## src/rtl/lbc_ram.sv

```systemverilog
// Generic single-write, single-read RAM with registered read data.
`timescale 1ns / 1ps
module lbc_ram #(
	parameter int WIDTH = 8,
	parameter int DEPTH = 64
) (
	input  logic                     clk,
	input  logic                     we,
	input  logic [$clog2(DEPTH)-1:0] waddr,
	input  logic [WIDTH-1:0]         wdata,
	input  logic                     re,
	input  logic [$clog2(DEPTH)-1:0] raddr,
	output logic [WIDTH-1:0]         rdata
);
	logic [WIDTH-1:0] mem [DEPTH];
	logic [WIDTH-1:0] rdata_q;

	always_ff @(posedge clk) begin
		if (we) begin
			mem[waddr] <= wdata;
		end
		if (re) begin
			rdata_q <= mem[raddr];
		end
	end

	assign rdata = rdata_q;
endmodule

```

## config.mk

```make
export PLATFORM = sky130hd
export DESIGN_NAME = lbc_ram
export DESIGN_NICKNAME = d
export VERILOG_FILES = /design/src/rtl/lbc_ram.sv
export SDC_FILE = /design/constraint.sdc
export NUM_CORES = 1
export LEC_CHECK = 0
export BUFFER_PORTS_ARGS = -buffer_cell sky130_fd_sc_hd__buf_2
export CORE_UTILIZATION = 30
export CTS_BUF_LIST = sky130_fd_sc_hd__clkbuf_8
export DETAILED_ROUTE_END_ITERATION = 8
export PLACE_DENSITY = 0.56
export SLEW_MARGIN = 0
export SYNTH_ARGS = -nofsm -noshare
export SYNTH_HDL_FRONTEND = slang
export SYNTH_SLANG_ARGS = --single-unit
```

## constraint.sdc

```tcl
create_clock -name clk -period 2.2 [get_ports clk]
set_clock_uncertainty 0.15 [all_clocks]
set_input_delay 0.22 -clock clk [delete_from_list [all_inputs] [get_ports clk]]
set_output_delay 0.22 -clock clk [all_outputs]
set_load 0.01 [all_outputs]
```

==> metrics.txt <==
outcome finished clean; routability-driven placement congestion ratio 0.775; die height ~260 um; simple-gate share of the synthesized area 3.37%; share of the synthesized netlist area taken by xor and xnor gates 0%; setup violation total in the final timing report 0; Final Hold Fails 0; sequential share of the synthesized area 77.1%; combinational fraction of design power under 10%; maximum number of pins on one net before global-route repair between 60 and 70; sequential group share of total power 56.1%; arithmetic-cell share of the synthesized area counting full adders, half adders and majority gates 0%; largest family of logic cells by synthesized area multiplexers; CTS tree yes; average cell area after synthesis about 22 um2; number of top-level pins 31; Max transition margin between 50% and 60%; FFs w/ async S/R, synth 0%; share of Yosys cell area claimed by the top area cell type slightly below 80%; largest area contributor in the netlist edfxtp_1; antenna viol nets, final 0; number of vias per cell after detailed routing roughly 4.8; CTS Root Cell clkbuf_8; number of buffers added on ports 30; slew at the pin closest to its max-slew limit between 0.7 and 0.8 ns; compound-cell area share of the yosys netlist a little over 2%; count of distinct cell types in the synthesized netlist 39; pre-CTS setup slack -0.468 ns; mux share of post-synthesis cell area ~16%; clock power share around 38%; number of levels the H-tree was split into 3; reported leakage power 7.92 nW; DIE WIDTH between 200 and 300 um; total number of nets in the final design ~1200; delay of the slowest critical-path stage around 0.47 ns; Crit path buffers/inverters 0; overall power after layout 0.0196 W; Rows 94; worst setup path endpoint rdata[6]; number of synthesized flops with an enable pin 520; postcts setup bufs 0; depth of the worst register-to-register path 5; top cell family by delay on the critical path multiplexers; crit path max-delay cell type mux4_2; number of max-slew violations in the final report 0; number of cells on the critical path 5; register clock-pin slew on the reported worst setup and hold paths about 0.060 ns; global-route wire length before repair roughly 71 mm; number of global-route vias before repair roughly 11000; cell types occupying the most area after synthesis edfxtp_1 (77%), mux4_2 (14%), nor2_1 (1.5%), mux2i_1 (1.1%), mux2_2 (0.72%); initial antenna violation count 1; Post-synth top flop edfxtp_1; later-pin clock latency in the skew report around 0.65 ns; first-pass detailed-route iteration total 5; smallest setup slack after layout between 0.02 and 0.025 ns; switching portion of total power between 20% and 30%; most instantiated cells after synthesis edfxtp_1 (520), mux4_2 (126), nor2_1 (83); detailed-route wire length 48.4 mm; synthesized instance count 940; DRC Markers 0; count of yosys warnings during synthesis 0; layout cells sized above 1 approximately a third; dpl hpwl between 30 and 40 mm; kind of critical path reg2reg; cts bufs inserted 81; crit path time final about 2.2 ns; Worst setup EP type register; GR Util All Layers 14.5%; CP Launch Point mem[16][6]; maximum fanout along the worst path 1; wire length per cell after detailed routing around 23 um; via count around 10000; areal power density over the cells ~800 nW/um2; Max Clock Freq about 0.46 GHz; worst setup slack for register-to-register paths 0.02 ns; clock sink count between 500 and 600; post-synthesis instance area between 20000 and 25000 um2; Worst EP arrival 2.42 ns; Syn Nets slightly below 1000; switching pwr 0.00434 W; DRC violation total after the first TritonRoute iteration between 700 and 800; data required time at the worst endpoint between 2 and 2.5 ns; share of the cycle needed by the critical path after routing between 90% and 100%; worst reg2reg startpoint mem[16][6]; Floorplan Core Area about 66000 um2; IR Drop Worst-Case VDD 0.331 mV; series of cell instances along the critical path mux4_2, mux2_4, o221a_4, nor3_4, o32ai_2; cell with the most instances after synthesis edfxtp_1; Max Cap Viol 0; internal power of the cells 0.0153 W; total of flip-flops plus latches after synthesis 520; initial core utilization 30.6%; Critical R2R Capture rdata[6]; Critical Path Start Type register; Area growth, synth to finish 19.8%; floorplan die area ~69000 um2; GRT Residual Overflow 0; class of the worst hold path in2reg; smallest hold slack 0.113 ns; CTS max path bufs 3
cell usage in the layout (no fill, tap or decap), types with 3 or more instances in the layout:
| cell type | n |
|---|---|
| a211oi_1 | 4 |
| a21oi_1 | 3 |
| a221oi_1 | 6 |
| a22oi_1 | 3 |
| buf_12 | 17 |
| buf_2 | 27 |
| buf_4 | 149 |
| bufinv_16 | 3 |
| clkbuf_8 | 83 |
| clkinv_1 | 17 |
| clkinv_2 | 7 |
| dlygate4sd3_1 | 12 |
| edfxtp_1 | 520 |
| inv_1 | 28 |
| mux2_2 | 11 |
| mux2i_1 | 23 |
| mux4_2 | 126 |
| nand2_1 | 19 |
| nand2b_1 | 7 |
| nand3_1 | 13 |
| nand3b_1 | 3 |
| nor2_1 | 83 |
| nor2b_1 | 14 |
| nor3_1 | 5 |
| o2111ai_1 | 3 |
| o21ai_1 | 3 |
| o221ai_1 | 8 |
| o22ai_1 | 8 |
| o2bb2ai_1 | 3 |
final cells by class:
cell class	instances	area [um2]
fill	6079	42000
multi-input combinational	369	4380
clock buffer	82	1130
sequential	520	15600
antenna	1	2.50
clock inverter	58	318
timing repair buffer	206	1730
tap	864	1080
worst reg2reg max path, delay by kind of cell (launching register included):
kind            cells  cell delay, ns
compound gates      2            0.38
flops               1            0.37
mux                 2            0.76
simple gates        1            0.27
worst min-delay path by stage:
| stage | from | to | slack, ns | cells after the start |
|---|---|---|---|---|
| floorplan | wdata[0] | mem[0][0] | 0.17 | 0 |
| global placement | re | rdata[6] | 0.46 | 1 |
| detailed placement | re | rdata[6] | 0.46 | 1 |
| CTS | wdata[7] | mem[32][7] | 0.06 | 2 |
| global route | waddr[0] | mem[53][4] | 0.13 | 4 |
| finish | wdata[7] | mem[54][7] | 0.11 | 2 |
sequential cells by signal, summed over array words and instances (netlist names):
| register | count |
|---|---|
| mem | 512 |
| rdata | 8 |
stage by stage:
stage	utilization, %	setup TNS, ns	area (um2)	cells
floorplan	-	0	20200	940
global placement	34.2	-2.39	22600	1949
detailed placement	34.2	-2.41	22600	1949
CTS	36.6	0	24200	2101
global route	36.6	-0.0333	24300	2100
finish	36.6	0	24300	2100
per-layer routing:
metal | up-vias | routed length, um | global-route usage [%]
met4 | 0 | 804 | 4.54
li1 | 4413 | - | -
met2 | 283 | 23400 | 23.3
met5 | - | 0 | 0
met1 | 5359 | 21800 | 20.1
met3 | 50 | 2280 | 2.34
kinds of logic after synthesis:
family | after synthesis
compound gates | 54
buf+inv | 51
flops | 520
mux | 162
simple gates | 153
power by group through the flow:
stage | combinational [W] | sequential (W) | clock [W]
after floorplan | 0.000585 | 0.0112 | 0
after global placement | 0.00117 | 0.0112 | 0
after detailed placement | 0.00118 | 0.0112 | 0
after CTS | 0.00120 | 0.0110 | 0.00766
after global routing | 0.00127 | 0.0110 | 0.00805
final | 0.00119 | 0.0110 | 0.00744
what timing repair did:
action,4_1_cts,5_1_grt
setup endpoints to repair,3,2
pin swaps,2,4
hold buffers,12,0
gates resized for setup,5,6
endpoints found under the hold margin,359,0
(Power assumes the default switching activity.)
